===== src/rtl/core/raster_row_shear_with_fill_assert.svh =====
// ---------------------------------------------------------------------------
// raster_row_shear_with_fill assertion macros
// Shared concurrent assertion forms, sampled on clk, off while rst_n is low.
// ---------------------------------------------------------------------------
`ifndef RASTER_ROW_SHEAR_WITH_FILL_ASSERT_SVH
`define RASTER_ROW_SHEAR_WITH_FILL_ASSERT_SVH

// consequent must hold in the same cycle as the antecedent
`define RRSF_ASSERT_SAME(label, ante, cons, msg) \
  label: assert property (@(posedge clk) disable iff (!rst_n) (ante) |-> (cons)) \
    else $error(msg);

// consequent must hold in the cycle after the antecedent
`define RRSF_ASSERT_NEXT(label, ante, cons, msg) \
  label: assert property (@(posedge clk) disable iff (!rst_n) (ante) |=> (cons)) \
    else $error(msg);

`endif


===== src/rtl/core/rrsf_pkg.sv =====
// ---------------------------------------------------------------------------
// rrsf_pkg
// Types, constants and helpers shared by the row shear blocks.
// ---------------------------------------------------------------------------
package rrsf_pkg;

  localparam int DIM_W      = 13;
  localparam int COL_W      = 12;
  localparam int DIV_W      = 14;
  localparam int DIV_CNT_W  = 4;
  localparam int CFG_IDX_W  = 2;
  localparam int CMDQ_DEPTH = 4;
  localparam int CMDQ_AW    = 2;

  localparam logic [DIM_W-1:0] MAX_DIM   = 13'd4096;
  localparam logic [7:0]       FILL_BYTE = 8'hFF;

  typedef enum logic [CFG_IDX_W-1:0] {
    CFG_WIDTH  = 2'd0,
    CFG_HEIGHT = 2'd1,
    CFG_SHIFT  = 2'd2
  } cfg_index_t;

  typedef enum logic [1:0] {
    KIND_FILL  = 2'd0,
    KIND_PIXEL = 2'd1,
    KIND_PAD   = 2'd2
  } kind_t;

  typedef enum logic {
    FS_RUN = 1'b0,
    FS_DIV = 1'b1
  } front_state_t;

  typedef enum logic [1:0] {
    PH_LEFT  = 2'd0,
    PH_PIXEL = 2'd1,
    PH_RIGHT = 2'd2,
    PH_PAD   = 2'd3
  } back_phase_t;

  // one classified input pixel, waiting to be expanded into results
  typedef struct packed {
    logic [7:0]       blue;
    logic [7:0]       green;
    logic [7:0]       red;
    logic [DIM_W-1:0] left_len;
    logic [DIM_W-1:0] right_len;
    logic [1:0]       pad_len;
    logic             row_last;
  } cmd_t;

  typedef struct packed {
    kind_t            kind;
    logic [7:0]       blue;
    logic [7:0]       green;
    logic [7:0]       red;
    logic [DIM_W-1:0] run_length;
    logic             row_end;
    logic             last;
  } result_t;

  typedef struct packed {
    logic             start;
    logic [DIV_W-1:0] dividend;
    logic [DIM_W-1:0] divisor;
  } div_req_t;

  typedef struct packed {
    logic             done;
    logic [DIV_W-1:0] quotient;
    logic [DIM_W-1:0] remainder;
  } div_rsp_t;

  function automatic logic [DIM_W-1:0] clamp_dim(input logic [DIM_W-1:0] v);
    logic [DIM_W-1:0] r;
    if (v == '0) begin
      r = {{(DIM_W-1){1'b0}}, 1'b1};
    end else if (v > MAX_DIM) begin
      r = MAX_DIM;
    end else begin
      r = v;
    end
    return r;
  endfunction

endpackage


===== src/rtl/core/rrsf_div.sv =====
// ---------------------------------------------------------------------------
// rrsf_div
// Restoring divider, one quotient bit per cycle, for the row shift step.
// ---------------------------------------------------------------------------
module rrsf_div (
  input  logic               clk,
  input  logic               rst_n,
  input  rrsf_pkg::div_req_t req_i,
  output rrsf_pkg::div_rsp_t rsp_o
);

  logic                           busy_r, busy_nxt;
  logic                           done_r, done_nxt;
  logic [rrsf_pkg::DIV_CNT_W-1:0] cnt_r, cnt_nxt;
  logic [rrsf_pkg::DIV_W-1:0]     quo_r, quo_nxt;
  logic [rrsf_pkg::DIM_W-1:0]     acc_r, acc_nxt;
  logic [rrsf_pkg::DIM_W-1:0]     dvs_r, dvs_nxt;
  logic [rrsf_pkg::DIV_W-1:0]     trial;
  logic [rrsf_pkg::DIV_W-1:0]     diff;
  logic                           fits;

  always_comb begin
    trial = {acc_r, quo_r[rrsf_pkg::DIV_W-1]};
    diff  = trial - {1'b0, dvs_r};
    fits  = trial >= {1'b0, dvs_r};
  end

  always_comb begin
    busy_nxt = busy_r;
    done_nxt = 1'b0;
    cnt_nxt  = cnt_r;
    quo_nxt  = quo_r;
    acc_nxt  = acc_r;
    dvs_nxt  = dvs_r;
    if (req_i.start) begin
      busy_nxt = 1'b1;
      cnt_nxt  = '0;
      quo_nxt  = req_i.dividend;
      acc_nxt  = '0;
      dvs_nxt  = req_i.divisor;
    end else if (busy_r) begin
      // partial remainder stays below the divisor, so it fits DIM_W bits
      acc_nxt = fits ? diff[rrsf_pkg::DIM_W-1:0] : trial[rrsf_pkg::DIM_W-1:0];
      quo_nxt = {quo_r[rrsf_pkg::DIV_W-2:0], fits};
      cnt_nxt = cnt_r + 1'b1;
      if (cnt_r == rrsf_pkg::DIV_CNT_W'(rrsf_pkg::DIV_W - 1)) begin
        busy_nxt = 1'b0;
        done_nxt = 1'b1;
      end
    end
  end

  always_ff @(posedge clk) begin
    if (!rst_n) begin
      busy_r <= 1'b0;
      done_r <= 1'b0;
      cnt_r  <= '0;
    end else begin
      busy_r <= busy_nxt;
      done_r <= done_nxt;
      cnt_r  <= cnt_nxt;
    end
    quo_r <= quo_nxt;
    acc_r <= acc_nxt;
    dvs_r <= dvs_nxt;
  end

  assign rsp_o.done      = done_r;
  assign rsp_o.quotient  = quo_r;
  assign rsp_o.remainder = acc_r;

endmodule


===== src/rtl/core/rrsf_front.sv =====
// ---------------------------------------------------------------------------
// rrsf_front
// Configuration registers, row tracking and classification of each pixel.
// ---------------------------------------------------------------------------
`include "raster_row_shear_with_fill_assert.svh"

module rrsf_front (
  input  logic                           clk,
  input  logic                           rst_n,
  input  logic                           push_i,
  output logic                           full_o,
  input  logic [7:0]                     blue_i,
  input  logic [7:0]                     green_i,
  input  logic [7:0]                     red_i,
  input  logic                           cfg_valid_i,
  output logic                           cfg_ready_o,
  input  logic [rrsf_pkg::CFG_IDX_W-1:0] cfg_index_i,
  input  logic [rrsf_pkg::DIM_W-1:0]     cfg_data_i,
  input  logic                           q_full_i,
  output logic                           q_push_o,
  output rrsf_pkg::cmd_t                 q_cmd_o,
  output rrsf_pkg::div_req_t             div_req_o,
  input  rrsf_pkg::div_rsp_t             div_rsp_i
);

  rrsf_pkg::front_state_t state_r, state_nxt;

  logic [rrsf_pkg::DIM_W-1:0] width_r, width_nxt;
  logic [rrsf_pkg::DIM_W-1:0] height_r, height_nxt;
  logic [rrsf_pkg::DIM_W-1:0] shift_r, shift_nxt;
  logic [rrsf_pkg::COL_W-1:0] col_r, col_nxt;
  logic [rrsf_pkg::DIM_W-1:0] left_fill_r, left_fill_nxt;
  logic [rrsf_pkg::DIM_W-1:0] shift_rem_r, shift_rem_nxt;
  logic [rrsf_pkg::DIM_W-1:0] left_hold_r, left_hold_nxt;
  logic [rrsf_pkg::DIM_W-1:0] shift_hold_r, shift_hold_nxt;

  logic [rrsf_pkg::DIM_W-1:0] w_eff;
  logic [rrsf_pkg::DIM_W-1:0] h_eff;
  logic [rrsf_pkg::DIM_W-1:0] left;
  logic [rrsf_pkg::DIM_W-1:0] col_inc;
  logic                       row_last;
  logic                       accept;
  logic                       cfg_wr;
  logic [rrsf_pkg::DIM_W+1:0] fill_sum;
  logic [rrsf_pkg::DIM_W-1:0] fill_new;

  always_comb begin
    w_eff    = rrsf_pkg::clamp_dim(width_r);
    h_eff    = rrsf_pkg::clamp_dim(height_r);
    left     = (left_fill_r < shift_r) ? left_fill_r : shift_r;
    col_inc  = {1'b0, col_r} + 1'b1;
    row_last = col_inc >= w_eff;
    accept   = push_i && !full_o;
    cfg_wr   = cfg_valid_i && cfg_ready_o;
    fill_sum = {2'b00, left_hold_r} + {1'b0, div_rsp_i.quotient};
    fill_new = (fill_sum > {2'b00, shift_hold_r}) ? shift_hold_r
                                                  : fill_sum[rrsf_pkg::DIM_W-1:0];
  end

  // next state
  always_comb begin
    state_nxt = state_r;
    case (state_r)
      rrsf_pkg::FS_RUN: begin
        if (accept && row_last) begin
          state_nxt = rrsf_pkg::FS_DIV;
        end
      end
      rrsf_pkg::FS_DIV: begin
        if (div_rsp_i.done) begin
          state_nxt = rrsf_pkg::FS_RUN;
        end
      end
      default: state_nxt = rrsf_pkg::FS_RUN;
    endcase
  end

  // outputs
  always_comb begin
    full_o      = (state_r != rrsf_pkg::FS_RUN) || q_full_i;
    cfg_ready_o = (state_r == rrsf_pkg::FS_RUN);
    q_push_o    = accept;

    q_cmd_o.blue      = blue_i;
    q_cmd_o.green     = green_i;
    q_cmd_o.red       = red_i;
    q_cmd_o.left_len  = (col_r == '0) ? left : '0;
    q_cmd_o.right_len = row_last ? (shift_r - left) : '0;
    // (w + s) pixels of 3 bytes need exactly (w + s) mod 4 pad bytes
    q_cmd_o.pad_len   = row_last ? (w_eff[1:0] + shift_r[1:0]) : 2'b00;
    q_cmd_o.row_last  = row_last;

    div_req_o.start    = accept && row_last;
    div_req_o.dividend = {1'b0, shift_rem_r} + {1'b0, shift_r};
    div_req_o.divisor  = h_eff;
  end

  // row and configuration state
  always_comb begin
    width_nxt      = width_r;
    height_nxt     = height_r;
    shift_nxt      = shift_r;
    col_nxt        = col_r;
    left_fill_nxt  = left_fill_r;
    shift_rem_nxt  = shift_rem_r;
    left_hold_nxt  = left_hold_r;
    shift_hold_nxt = shift_hold_r;

    if (cfg_wr) begin
      case (cfg_index_i)
        rrsf_pkg::CFG_WIDTH:  width_nxt  = cfg_data_i;
        rrsf_pkg::CFG_HEIGHT: height_nxt = cfg_data_i;
        rrsf_pkg::CFG_SHIFT:  shift_nxt  = cfg_data_i;
        default: ;
      endcase
    end

    if (accept) begin
      if (row_last) begin
        col_nxt        = '0;
        left_hold_nxt  = left;
        shift_hold_nxt = shift_r;
      end else begin
        col_nxt = col_inc[rrsf_pkg::COL_W-1:0];
      end
    end

    if (state_r == rrsf_pkg::FS_DIV && div_rsp_i.done) begin
      left_fill_nxt = fill_new;
      shift_rem_nxt = div_rsp_i.remainder;
    end
  end

  always_ff @(posedge clk) begin
    if (!rst_n) begin
      state_r     <= rrsf_pkg::FS_RUN;
      width_r     <= {{(rrsf_pkg::DIM_W-1){1'b0}}, 1'b1};
      height_r    <= {{(rrsf_pkg::DIM_W-1){1'b0}}, 1'b1};
      shift_r     <= '0;
      col_r       <= '0;
      left_fill_r <= '0;
      shift_rem_r <= '0;
    end else begin
      state_r     <= state_nxt;
      width_r     <= width_nxt;
      height_r    <= height_nxt;
      shift_r     <= shift_nxt;
      col_r       <= col_nxt;
      left_fill_r <= left_fill_nxt;
      shift_rem_r <= shift_rem_nxt;
    end
    left_hold_r  <= left_hold_nxt;
    shift_hold_r <= shift_hold_nxt;
  end

  `RRSF_ASSERT_SAME(a_div_blocks_input, state_r == rrsf_pkg::FS_DIV, full_o, "input open during shift division")
  `RRSF_ASSERT_NEXT(a_row_end_divides, accept && row_last, state_r == rrsf_pkg::FS_DIV, "row end did not start division")
  `RRSF_ASSERT_SAME(a_done_when_waiting, div_rsp_i.done, state_r == rrsf_pkg::FS_DIV, "division result with no row pending")

endmodule


===== src/rtl/core/rrsf_cmd_q.sv =====
// ---------------------------------------------------------------------------
// rrsf_cmd_q
// Short register queue of classified pixels between front and back.
// ---------------------------------------------------------------------------
`include "raster_row_shear_with_fill_assert.svh"

module rrsf_cmd_q (
  input  logic           clk,
  input  logic           rst_n,
  input  logic           push_i,
  input  rrsf_pkg::cmd_t cmd_i,
  output logic           full_o,
  input  logic           pop_i,
  output rrsf_pkg::cmd_t head_o,
  output logic           empty_o
);

  rrsf_pkg::cmd_t mem_r [rrsf_pkg::CMDQ_DEPTH];

  logic [rrsf_pkg::CMDQ_AW-1:0] wr_ptr_r, wr_ptr_nxt;
  logic [rrsf_pkg::CMDQ_AW-1:0] rd_ptr_r, rd_ptr_nxt;
  logic [rrsf_pkg::CMDQ_AW:0]   count_r, count_nxt;

  always_comb begin
    full_o     = (count_r == (rrsf_pkg::CMDQ_AW+1)'(rrsf_pkg::CMDQ_DEPTH));
    empty_o    = (count_r == '0);
    head_o     = mem_r[rd_ptr_r];
    wr_ptr_nxt = push_i ? wr_ptr_r + 1'b1 : wr_ptr_r;
    rd_ptr_nxt = pop_i ? rd_ptr_r + 1'b1 : rd_ptr_r;
    count_nxt  = count_r;
    if (push_i && !pop_i) begin
      count_nxt = count_r + 1'b1;
    end else if (pop_i && !push_i) begin
      count_nxt = count_r - 1'b1;
    end
  end

  always_ff @(posedge clk) begin
    if (!rst_n) begin
      wr_ptr_r <= '0;
      rd_ptr_r <= '0;
      count_r  <= '0;
    end else begin
      wr_ptr_r <= wr_ptr_nxt;
      rd_ptr_r <= rd_ptr_nxt;
      count_r  <= count_nxt;
    end
    if (push_i) begin
      mem_r[wr_ptr_r] <= cmd_i;
    end
  end

  `RRSF_ASSERT_SAME(a_no_overflow, push_i, !full_o, "push into full command queue")
  `RRSF_ASSERT_SAME(a_no_underflow, pop_i, !empty_o, "pop from empty command queue")

endmodule


===== src/rtl/core/rrsf_back.sv =====
// ---------------------------------------------------------------------------
// rrsf_back
// Expands each classified pixel into fill, pixel and padding results.
// ---------------------------------------------------------------------------
module rrsf_back (
  input  logic              clk,
  input  logic              rst_n,
  input  rrsf_pkg::cmd_t    head_i,
  input  logic              q_empty_i,
  output logic              q_pop_o,
  output logic              empty_o,
  input  logic              pop_i,
  output rrsf_pkg::result_t result_o
);

  rrsf_pkg::back_phase_t phase_r, phase_nxt;
  rrsf_pkg::back_phase_t eff;
  rrsf_pkg::back_phase_t after;
  rrsf_pkg::result_t     result_r, result_nxt;

  logic out_valid_r, out_valid_nxt;
  logic advance;
  logic fin;
  logic has_r;
  logic has_pad;

  always_comb begin
    advance = !q_empty_i && (!out_valid_r || pop_i);
    has_r   = (head_i.right_len != '0);
    has_pad = (head_i.pad_len != 2'b00);
    eff     = phase_r;
    // a pixel that opens no left fill starts at the pixel itself
    if (phase_r == rrsf_pkg::PH_LEFT && head_i.left_len == '0) begin
      eff = rrsf_pkg::PH_PIXEL;
    end
  end

  // next state
  always_comb begin
    after = rrsf_pkg::PH_LEFT;
    fin   = 1'b1;
    case (eff)
      rrsf_pkg::PH_LEFT: begin
        after = rrsf_pkg::PH_PIXEL;
        fin   = 1'b0;
      end
      rrsf_pkg::PH_PIXEL: begin
        if (has_r) begin
          after = rrsf_pkg::PH_RIGHT;
          fin   = 1'b0;
        end else if (has_pad) begin
          after = rrsf_pkg::PH_PAD;
          fin   = 1'b0;
        end
      end
      rrsf_pkg::PH_RIGHT: begin
        if (has_pad) begin
          after = rrsf_pkg::PH_PAD;
          fin   = 1'b0;
        end
      end
      rrsf_pkg::PH_PAD: fin = 1'b1;
      default: fin = 1'b1;
    endcase
    phase_nxt = phase_r;
    if (advance) begin
      phase_nxt = fin ? rrsf_pkg::PH_LEFT : after;
    end
    out_valid_nxt = out_valid_r;
    if (advance) begin
      out_valid_nxt = 1'b1;
    end else if (pop_i) begin
      out_valid_nxt = 1'b0;
    end
  end

  // outputs
  always_comb begin
    q_pop_o = advance && fin;
    empty_o = !out_valid_r;

    result_nxt.kind       = rrsf_pkg::KIND_FILL;
    result_nxt.blue       = rrsf_pkg::FILL_BYTE;
    result_nxt.green      = rrsf_pkg::FILL_BYTE;
    result_nxt.red        = rrsf_pkg::FILL_BYTE;
    result_nxt.run_length = head_i.left_len;
    result_nxt.row_end    = fin && head_i.row_last;
    result_nxt.last       = fin;
    case (eff)
      rrsf_pkg::PH_LEFT: ;
      rrsf_pkg::PH_PIXEL: begin
        result_nxt.kind       = rrsf_pkg::KIND_PIXEL;
        result_nxt.blue       = head_i.blue;
        result_nxt.green      = head_i.green;
        result_nxt.red        = head_i.red;
        result_nxt.run_length = {{(rrsf_pkg::DIM_W-1){1'b0}}, 1'b1};
      end
      rrsf_pkg::PH_RIGHT: begin
        result_nxt.run_length = head_i.right_len;
      end
      rrsf_pkg::PH_PAD: begin
        result_nxt.kind       = rrsf_pkg::KIND_PAD;
        result_nxt.blue       = 8'h00;
        result_nxt.green      = 8'h00;
        result_nxt.red        = 8'h00;
        result_nxt.run_length = {{(rrsf_pkg::DIM_W-2){1'b0}}, head_i.pad_len};
      end
      default: ;
    endcase
  end

  always_ff @(posedge clk) begin
    if (!rst_n) begin
      phase_r     <= rrsf_pkg::PH_LEFT;
      out_valid_r <= 1'b0;
    end else begin
      phase_r     <= phase_nxt;
      out_valid_r <= out_valid_nxt;
    end
    if (advance) begin
      result_r <= result_nxt;
    end
  end

  assign result_o = result_r;

endmodule


===== src/rtl/core/raster_row_shear_with_fill.sv =====
// a taken pixel enters the command queue, then its first result is registered at the output
// throughput: one pixel per cycle in a row unless the queue is full, one result per cycle at
// the output while popped (1 to 4 results per pixel); the back end sets the sustained rate
// a row's final pixel blocks input while the 14-step divider updates the fill
// reset (rst_n low, synchronous): width 1, height 1, shift 0, queue empty, fill cleared
// ---------------------------------------------------------------------------
// raster_row_shear_with_fill
// Horizontal shear of a 24-bit pixel stream with white fill and row padding.
// ---------------------------------------------------------------------------
module raster_row_shear_with_fill (
  input  logic                           clk,
  input  logic                           rst_n,
  input  logic                           push,
  output logic                           full,
  input  logic [7:0]                     in_blue,
  input  logic [7:0]                     in_green,
  input  logic [7:0]                     in_red,
  output logic                           empty,
  input  logic                           pop,
  output logic [1:0]                     out_kind,
  output logic [7:0]                     out_blue,
  output logic [7:0]                     out_green,
  output logic [7:0]                     out_red,
  output logic [rrsf_pkg::DIM_W-1:0]     out_run_length,
  output logic                           out_row_end,
  output logic                           out_last,
  input  logic                           cfg_valid,
  output logic                           cfg_ready,
  input  logic [rrsf_pkg::CFG_IDX_W-1:0] cfg_index,
  input  logic [rrsf_pkg::DIM_W-1:0]     cfg_data
);

  rrsf_pkg::cmd_t     q_cmd;
  rrsf_pkg::cmd_t     q_head;
  rrsf_pkg::div_req_t div_req;
  rrsf_pkg::div_rsp_t div_rsp;
  rrsf_pkg::result_t  result;

  logic q_push;
  logic q_full;
  logic q_pop;
  logic q_empty;

  rrsf_front u_front (
    .clk         (clk),
    .rst_n       (rst_n),
    .push_i      (push),
    .full_o      (full),
    .blue_i      (in_blue),
    .green_i     (in_green),
    .red_i       (in_red),
    .cfg_valid_i (cfg_valid),
    .cfg_ready_o (cfg_ready),
    .cfg_index_i (cfg_index),
    .cfg_data_i  (cfg_data),
    .q_full_i    (q_full),
    .q_push_o    (q_push),
    .q_cmd_o     (q_cmd),
    .div_req_o   (div_req),
    .div_rsp_i   (div_rsp)
  );

  rrsf_div u_div (
    .clk   (clk),
    .rst_n (rst_n),
    .req_i (div_req),
    .rsp_o (div_rsp)
  );

  rrsf_cmd_q u_cmd_q (
    .clk     (clk),
    .rst_n   (rst_n),
    .push_i  (q_push),
    .cmd_i   (q_cmd),
    .full_o  (q_full),
    .pop_i   (q_pop),
    .head_o  (q_head),
    .empty_o (q_empty)
  );

  rrsf_back u_back (
    .clk       (clk),
    .rst_n     (rst_n),
    .head_i    (q_head),
    .q_empty_i (q_empty),
    .q_pop_o   (q_pop),
    .empty_o   (empty),
    .pop_i     (pop),
    .result_o  (result)
  );

  assign out_kind       = result.kind;
  assign out_blue       = result.blue;
  assign out_green      = result.green;
  assign out_red        = result.red;
  assign out_run_length = result.run_length;
  assign out_row_end    = result.row_end;
  assign out_last       = result.last;

endmodule

===== config.mk =====
export PLATFORM = sky130hd
export DESIGN_NAME = raster_row_shear_with_fill
export DESIGN_NICKNAME = d
export VERILOG_FILES = /design/src/rtl/core/rrsf_pkg.sv /design/src/rtl/core/rrsf_div.sv /design/src/rtl/core/rrsf_front.sv /design/src/rtl/core/rrsf_cmd_q.sv /design/src/rtl/core/rrsf_back.sv /design/src/rtl/core/raster_row_shear_with_fill.sv
export VERILOG_INCLUDE_DIRS = /design/src /design/src/rtl/core
export SDC_FILE = /design/constraint.sdc
export NUM_CORES = 1
export LEC_CHECK = 0
export ABC_CLOCK_PERIOD_IN_PS = 5500
export CORE_ASPECT_RATIO = 0.8
export CORE_UTILIZATION = 35
export DETAILED_ROUTE_END_ITERATION = 10
export DONT_BUFFER_PORTS = 1
export GPL_TIMING_DRIVEN = 0
export SETUP_SLACK_MARGIN = 0.3
export SYNTH_ARGS = -nofsm -noshare
export SYNTH_HDL_FRONTEND = slang
export SYNTH_SLANG_ARGS = --single-unit

===== constraint.sdc =====
create_clock -name clk -period 5.5 [get_ports clk]
set_input_delay 1.1 -clock clk [delete_from_list [all_inputs] [get_ports clk]]
set_output_delay 1.1 -clock clk [all_outputs]
set_load 0.02 [all_outputs]

==> results, run 1 <==
- The detail-routed net length per standard cell is 19.3 µm.
- The floorplan die area is 0.0559 mm².
- For this run the aggregate overflow at the end of global routing stands at 0.
- The total met2 wirelength after detailed routing is 19600 µm.
- The detailed route wirelength on metal3 is 2360 µm.
- Routed signal wires occupy layers up through met4.
- For this design the top-level I/O count stands at 88.
- The count of pins over their slew limit was 0.
- The timing-limited maximum frequency is 0.199 GHz.
- For this run, asynchronously set or reset flops after synthesis account for 0%.
- The total number of clock tree sinks is 415.
- The die is 264 µm wide.
- For this run, design rule violations remaining after detail routing come to 0.
- Routability-driven placement finished with a final weighted congestion of 0.871.
- The clock passes through at most 3 buffers.
- The proportion of layout cells with a drive suffix above 1 is 9.84%.
- The cell area after placement is 0.0202 mm².
- At the pin with the least slew margin, the transition time is 0.923 ns.
- The count of final hold-check violations is 0.
- The via count of the first global-routing pass is 12100.
- The largest net degree at the start of global routing is 54.
- The initial standard-cell utilization of the core is 35.6%.
- The leading cell type in the layout, fill and taps excluded is edfxtp_1.
- The number of flip-flops and latches in the synthesized netlist is 415.
- The flow ran to the end, and the final reports show no timing, DRC or antenna violations.
- The clock tree synthesis step divided the H-tree into 2 levels.
- The core region is 0.0540 mm².
- Clock tree synthesis selected as its root buffer the cell clkbuf_16.
- The total half-perimeter wirelength after legalization and detailed placement is 32400 µm.
- Dividing total power by cell area gives a power density of 520 mW/mm².
- Setup repair after global routing left no endpoint under its margin.
- Using the TritonRoute via totals, the vias-per-cell ratio works out to 5.22.
- The final route contains 12300 vias.
- The number of nets handed over by synthesis was 1720.
- The number of different library cells used by synthesis comes to 65.
- The final antenna diode count is 0.
- The initial antenna violation count was 0.
- The cell family with the largest share of critical-path delay is compound AO/OA/AOI/OAI gates.
- Counting both buffers and inverters, the worst setup path holds a total of 1.
- Max-cap violations in this run came to 0.
- The sequential share of the synthesized area is 59.2%.
- Among all stages on the critical path, the largest delay is contributed by or4_1.
- The most numerous cell type found on the critical path is a21oi_1.
- Measured against its own limit, the worst slew margin works out to 38.5%.
- The library cells used most frequently in the layout, excluding fill and tap cells, are edfxtp_1 (306), nand2_1 (182), a21oi_1 (124).
- The count of buffers from port buffering is 0.
- The clock period could shrink to 5.03 ns.
- The path class of the lowest-slack min-delay path is reg2reg.
- In the synthesized netlist, the number of instances is 1571.
- Relative to the synthesized area, the layout overhead comes to 13.0%.
- Measured in cells, the most critical reg-to-reg path has a length of 15.
- The period utilization is 91.5%.
- The initialized floorplan defines 76 standard-cell rows.
- After clock tree synthesis, the clock-pin slew on the worst setup and hold paths is 0.06 ns.
- The instance count on the critical path is 15.
- The first detailed-routing pass took 5 iterations.
- Setup violations remaining at the end of the flow were counted as 0.
- In this run, CTS created clock tree buffers numbering 44.
- The number of inserted filler cells in the final layout is 5009.
- The number of flops mapped to enable cells by yosys is 306.
- The minimum setup slack after placement is -0.0613 ns.
- Once layout is done, the placed cells without fillers occupy 0.0217 mm².
- Once layout is complete, the cells apart from fillers number 2359.
- The clock tree from TritonCTS is done.
- The maximum fanout along the worst path is 10.
- The critical path goes through ha_1 > and3_1 > a221o_1 > or4_1 > a31o_2 > a21oi_1 > xnor2_1 > ha_1 > and4_1 > nor4_1 > a21oi_1 > a211oi_4 > buf_2 > mux2i_1 > a21oi_1.
- Counting instances, the worst hold path has a depth of 2.
- The count of routing violations after the opening detailed-route iteration is 1041.
- The clock arrives with 0.0206 ns of skew.
- The total wire length after detailed routing is 45500 µm.
- The average cell area after synthesis is 12.2 µm².
- The all-layer global routing usage is 16.3%.
- At the later pin of the worst-skew pair, clock insertion delay measures 0.58 ns.
- The worst stage delay on the critical path is 0.53 ns.
- During synthesis, Yosys emitted a total of 0 warnings.
- The total instance count after detailed placement is 2275.
- STA classifies the critical path startpoint as a flip-flop.
- STA puts the critical path data required time at 5.93 ns.
- The first-pass GRT wire length is 70100 µm.
- Once detail routing completed, the nets flagged for antenna violations numbered 0.
- The critical path is of the reg2reg type.
- The number of nets at the end of the flow is 1770.
- The flip-flop cell with the highest count after synthesis is edfxtp_1.
- The final worst slack is 0.467 ns.
- After detailed routing, the wire length on met1 is 22600 µm.
- Measured along the y axis, the die boundary spans 212 µm.
- The mapped netlist covers 0.0192 mm².
- Data arrives at the worst endpoint at 5.46 ns.
- The type of destination of the critical path is a flip-flop.
- Summed over all cells, the static leakage comes to 7.80 nW.
- Across the VDD grid, the largest voltage drop is 0.274 mV.
- Hold timing on the final database bottoms out at a slack of 0.464 ns.
metal layers:
| layer | global-route usage (%) | vias up |
|---|---|---|
| li1 | - | 5875 |
| met1 | 24.5 | 6086 |
| met2 | 24.0 | 287 |
| met3 | 2.84 | 63 |
| met4 | 4.57 | 0 |
| met5 | 0 | - |
tightest hold or removal path, cell delays in order, from the launching register on:
cell and delay [ns]:
dfxtp_1 0.31, nand2_1 0.05, a21oi_1 0.05
final timing paths:
path	startpoint	end	slack [ns]
setup / recovery	u_div.quo_r[2]	u_front.left_fill_r[11]	0.47
hold reg to reg	u_front.shift_rem_r[4]	u_front.shift_rem_r[4]	0.46
hold / removal	u_front.shift_rem_r[4]	u_front.shift_rem_r[4]	0.46
setup reg to reg	u_div.quo_r[2]	u_front.left_fill_r[11]	0.47
repair_timing:
action,in CTS,in global routing
buffers inserted,2,0
setup endpoints to repair,12,30
resized for setup,3,8
hold buffers,0,0
pin swaps,1,0
final cells by class:
class | count | area [µm²] | share of cell area (%)
well taps | 702 | 878 | 4.04
clock inverters | 30 | 362 | 1.66
clock buffers | 52 | 1150 | 5.30
plain buffers | 62 | 251 | 1.16
flip-flops and latches | 415 | 11400 | 52.4
multi-input cells | 985 | 7240 | 33.3
repair buffers | 4 | 55.1 | 0.253
inverters | 109 | 409 | 1.88
report_power, final:
| part | leakage (nW) | internal, W | switching (W) | total [W] |
|---|---|---|---|---|
| sequential | 3.72 | 0.00419 | 0.000453 | 0.00464 |
| combinational | 3.36 | 0.00131 | 0.00224 | 0.00355 |
| clock | 0.721 | 0.00184 | 0.00127 | 0.00311 |
| total | 7.80 | 0.00734 | 0.00397 | 0.0113 |
synth_stat cells (all sizes together) (22+ instances only):
library cell,number,area (µm²)
nor2b,25,156
nand3,22,110
nor2,94,353
o21ai,94,474
xor2,25,219
dfxtp,109,2180
edfxtp,306,9190
xnor2,31,272
inv,108,405
nand2,183,687
mux4,53,1190
clkbuf,49,184
a21oi,124,621
ha,100,1250
mux2i,39,390
kinds of logic (layout without fill, tap and decap cells):
group | Yosys count | count (layout) | synth area share, %
AO/OA/AOI/OAI | 302 | 302 | 9.16
XOR/XNOR | 56 | 56 | 2.55
adder cells (fa/ha/maj) | 105 | 105 | 7.03
buffers and inverters | 171 | 257 | 3.42
flip-flops | 415 | 415 | 59.2
multiplexers | 96 | 96 | 8.48
AND/OR/NAND/NOR | 426 | 426 | 10.2
through the flow:
stage / total power (W) / TNS (ns) / utilization (%)
global route: 0.0119 / 0 / 40.2
global placement: 0.00808 / -15.37 / 37.2
floorplan: 0.00709 / 0 / -
detailed placement: 0.00818 / -0.245 / 37.3
finish: 0.0113 / 0 / 40.2
CTS: 0.0113 / 0 / 40.2
sequential cells by signal (all words and copies together), names as in the netlist, 3 cells and up, named ones only:
register              flops
u_front.shift_r          13
u_div.dvs_r              13
u_front.col_r            12
u_front.width_r          13
u_front.shift_rem_r      13
u_front.shift_hold_r     13
u_front.left_fill_r      13
u_cmd_q.count_r           3
u_back.result_o          41
u_cmd_q.mem_r           212
u_div.quo_r              14
u_div.acc_r              13
u_div.cnt_r               4
u_front.height_r         13
u_front.left_hold_r      13
Note: power is estimated with default switching activity, not from simulation.
==> run 2: changes to the inputs <==
Settings changed: ABC_CLOCK_PERIOD_IN_PS 5500 to 6200.
Clock period 5.5 ns to 6.2 ns, I/O delays scaled along.
==> results, run 2 (synthesized netlist as in run 1, its figures left out) <==
- From bottom edge to top edge, the die measures 212 µm.
- The worst pin sits at a relative slew slack of 36.8%.
- The number of H-tree levels is 2.
- From left edge to right edge, the die measures 264 µm.
- Counting every sink on the clock net gives 415.
- The data arrival time at the worst-slack endpoint is 5.78 ns.
- Summed over all nets, the half-perimeter wirelength after detailed placement is 32400 µm.
- The internal portion of total power is 0.00649 W.
- The count of pins over their slew limit is 0.
- The proportion of layout cells with a drive suffix above 1 is 9.24%.
- At the pin with the least slew margin, the transition time is 0.948 ns.
- The via count of the first global-routing pass is 12100.
- The switching power total is 0.00350 W.
- The timing-limited maximum frequency is 0.185 GHz.
- The count of buffers from port buffering is 0.
- The maximum fanout along the worst path is 10.
- The clock skew after layout is 0.0189 ns.
- The number of cell rows is 76.
- For this run, the total global-route usage over all layers was measured as 16.3%.
- After detailed routing, the average wire length per cell comes to 19.3 µm.
- For the worst setup path, the data required time is 6.57 ns.
- The destination of the worst register-to-register timing path is u_cmd_q.mem_r[0][15].
- The insertion delay to the later sink of the worst-skew pair is 0.58 ns.
- The flow ran to the end, and the final reports show no timing, DRC or antenna violations.
- The initial standard-cell utilization of the core is 35.6%.
- Entering global routing, the biggest net connects 54 pins.
- The total core area is 0.0540 mm².
- In this run the static leakage power is 7.79 nW.
- The kind of critical path is reg2reg.
- The number of nets at the end of the flow is 1768.
- After routing the design area is 0.0217 mm².
- The clock tree root driver cell is clkbuf_16.
- STA classifies the critical path startpoint as a flip-flop.
- The total power per unit cell area is 461 mW/mm².
- The filler cells instantiated in the layout total 5014.
- Of the available clock period, the critical path in the final layout requires 87.3%.
- The placed instances occupy a cell area of 0.0202 mm².
- The ratio of routed vias to standard cells is 5.24.
- The clock network is responsible for 27.6% of the overall power.
- The critical-path cell with the highest stage delay is dfxtp_1.
- The first global-routing pass estimated 70000 µm of wire.
- The total wire length after detailed routing is 45500 µm.
- In this run the remaining antenna-violating nets after routing total 0.
- In the layout the commonest cells are edfxtp_1 (306), nand2_1 (183), a21oi_1 (124).
- The combinational group share of total power is 31.2%.
- In the final timing run, aggregate negative setup slack is 0 ns.
- After clock tree synthesis, the clock-pin slew on the worst setup and hold paths is 0.06 ns.
- After detailed routing, the number of remaining DRC violations is 0.
- The fraction of power spent switching nets is 35.0%.
- The register with the most flip-flops is u_cmd_q.mem_r.
- The initial antenna violation count is 0.
- The first-pass detailed-route iteration total is 5.
- The design draws 0.00999 W.
- The worst-case vdd ir drop is 0.240 mV.
- TritonCTS built the clock tree.
- For this design the top-level I/O count stands at 88.
- The worst hold path was traced through 2 stages.
- The via count is 12400.
- The total congestion overflow is 0.
- The cell count of the worst reg-to-reg path is 16.
- Setup repair after global routing left no endpoint under its margin.
- The worst path in the final design needs a cycle of 5.41 ns, including I/O delays and setup.
- Leaving out fill and tap cells, the most frequent cell in the layout is edfxtp_1.
- TritonCTS created 44 clock buffers.
- Max-cap violations in this run came to 0.
- The register-to-register setup slack is 0.79 ns.
- In this run the most critical hold path is launched from u_front.shift_rem_r[0].
- The path with the worst hold slack has its endpoint at u_front.shift_rem_r[0].
- Setup violations remaining at the end of the flow were counted as 0.
- The path class of the lowest-slack min-delay path is reg2reg.
- On the worst path, the slowest cell contributes a delay of 0.58 ns.
- The layout overhead on the synthesized area is 12.8%.
- Hold repair after CTS inserted 0 buffers.
- At the end of routability-driven placement, the weighted congestion stood at 0.871.
- The launch point of the worst reg-to-reg path is u_front.shift_r[1].
- STA classifies the critical path endpoint as a flip-flop.
- The count of final hold-check violations is 0.
- The number of flip-flops in the largest register is 212.
- Traced cell by cell, the critical path runs through inv_1 > ha_1 > a21o_1 > a21o_1 > a21oi_1 > o21ai_0 > a41oi_2 > buf_2 > mux2i_1 > ha_1 > a2111oi_0 > nor3_1 > a211oi_1 > o21bai_1 > a21oi_1 > mux2i_1.
- Final hold analysis gives a worst-case slack of 0.463 ns.
- 0 antenna diodes ended up in the layout.
- The maximum buffer depth of the clock tree is 3.
- The die covers 0.0559 mm².
- The first routing iteration left 995 violations.
- Registers are responsible for 41.2% of the overall power.
run 2: power groups by stage:
stage          Combinational [W]  Sequential, W  Clock [W]
3_3_place_gp             0.00296        0.00420          0
3_5_place_dp             0.00307        0.00419          0
4_1_cts                  0.00310        0.00413    0.00281
6_report                 0.00311        0.00411    0.00276
5_1_grt                  0.00344        0.00417    0.00292
2_1_floorplan            0.00223        0.00406          0
run 2: stage by stage:
| step | std cells | setup slack (ns) | util (%) |
|---|---|---|---|
| 2_1_floorplan | 1571 | 1.75 | - |
| 3_3_place_gp | 2273 | 0.349 | 37.2 |
| 3_5_place_dp | 2275 | 0.639 | 37.3 |
| 4_1_cts | 2357 | 0.578 | 40.1 |
| 5_1_grt | 2357 | 0.443 | 40.1 |
| 6_report | 2357 | 0.787 | 40.1 |
run 2: layout make-up:
cell class | instances | area [µm²] | share of cell area (%)
Sequential cell | 415 | 11400 | 52.5
Multi-Input combinational cell | 985 | 7220 | 33.3
Clock buffer | 52 | 1150 | 5.31
Tap cell | 702 | 878 | 4.05
Inverter | 109 | 409 | 1.89
Clock inverter | 30 | 362 | 1.67
Buffer | 62 | 250 | 1.15
Timing Repair Buffer | 2 | 40.0 | 0.185
run 2: how the worst max path moves through the flow:
stage                       startpoint                   end  slack [ns]  depth (start not counted)
floorplan           u_front.shift_r[1]  u_cmd_q.mem_r[0][15]        1.75                         19
global placement      u_front.col_r[0]        u_div.dvs_r[5]        0.35                         15
detailed placement  u_front.shift_r[1]  u_cmd_q.mem_r[0][15]        0.64                         17
CTS                 u_front.shift_r[1]  u_cmd_q.mem_r[0][15]        0.58                         17
global route        u_front.shift_r[1]  u_cmd_q.mem_r[2][15]        0.44                         17
finish              u_front.shift_r[1]  u_cmd_q.mem_r[0][15]        0.79                         16
run 2: worst max-delay path, delay by kind of cell, from the launching register on:
family	cells	cell delay (ns)
AO/OA/AOI/OAI	9	2.30
multiplexers	2	0.90
adder cells (fa/ha/maj)	2	0.69
flip-flops	1	0.58
buffers and inverters	2	0.54
AND/OR/NAND/NOR	1	0.18
run 2: timing repair:
item	CTS	global route
resized for setup	0	1
setup endpoints to repair	0	4
setup buffers	0	0
run 2: layer usage:
| metal | up-vias | GRT usage [%] | share of wire [%] |
|---|---|---|---|
| li1 | 5873 | - | - |
| met1 | 6103 | 24.5 | 49 |
| met2 | 309 | 24.0 | 43 |
| met3 | 65 | 2.84 | 5.6 |
| met4 | 0 | 4.59 | 2.0 |
| met5 | - | 0 | 0 |
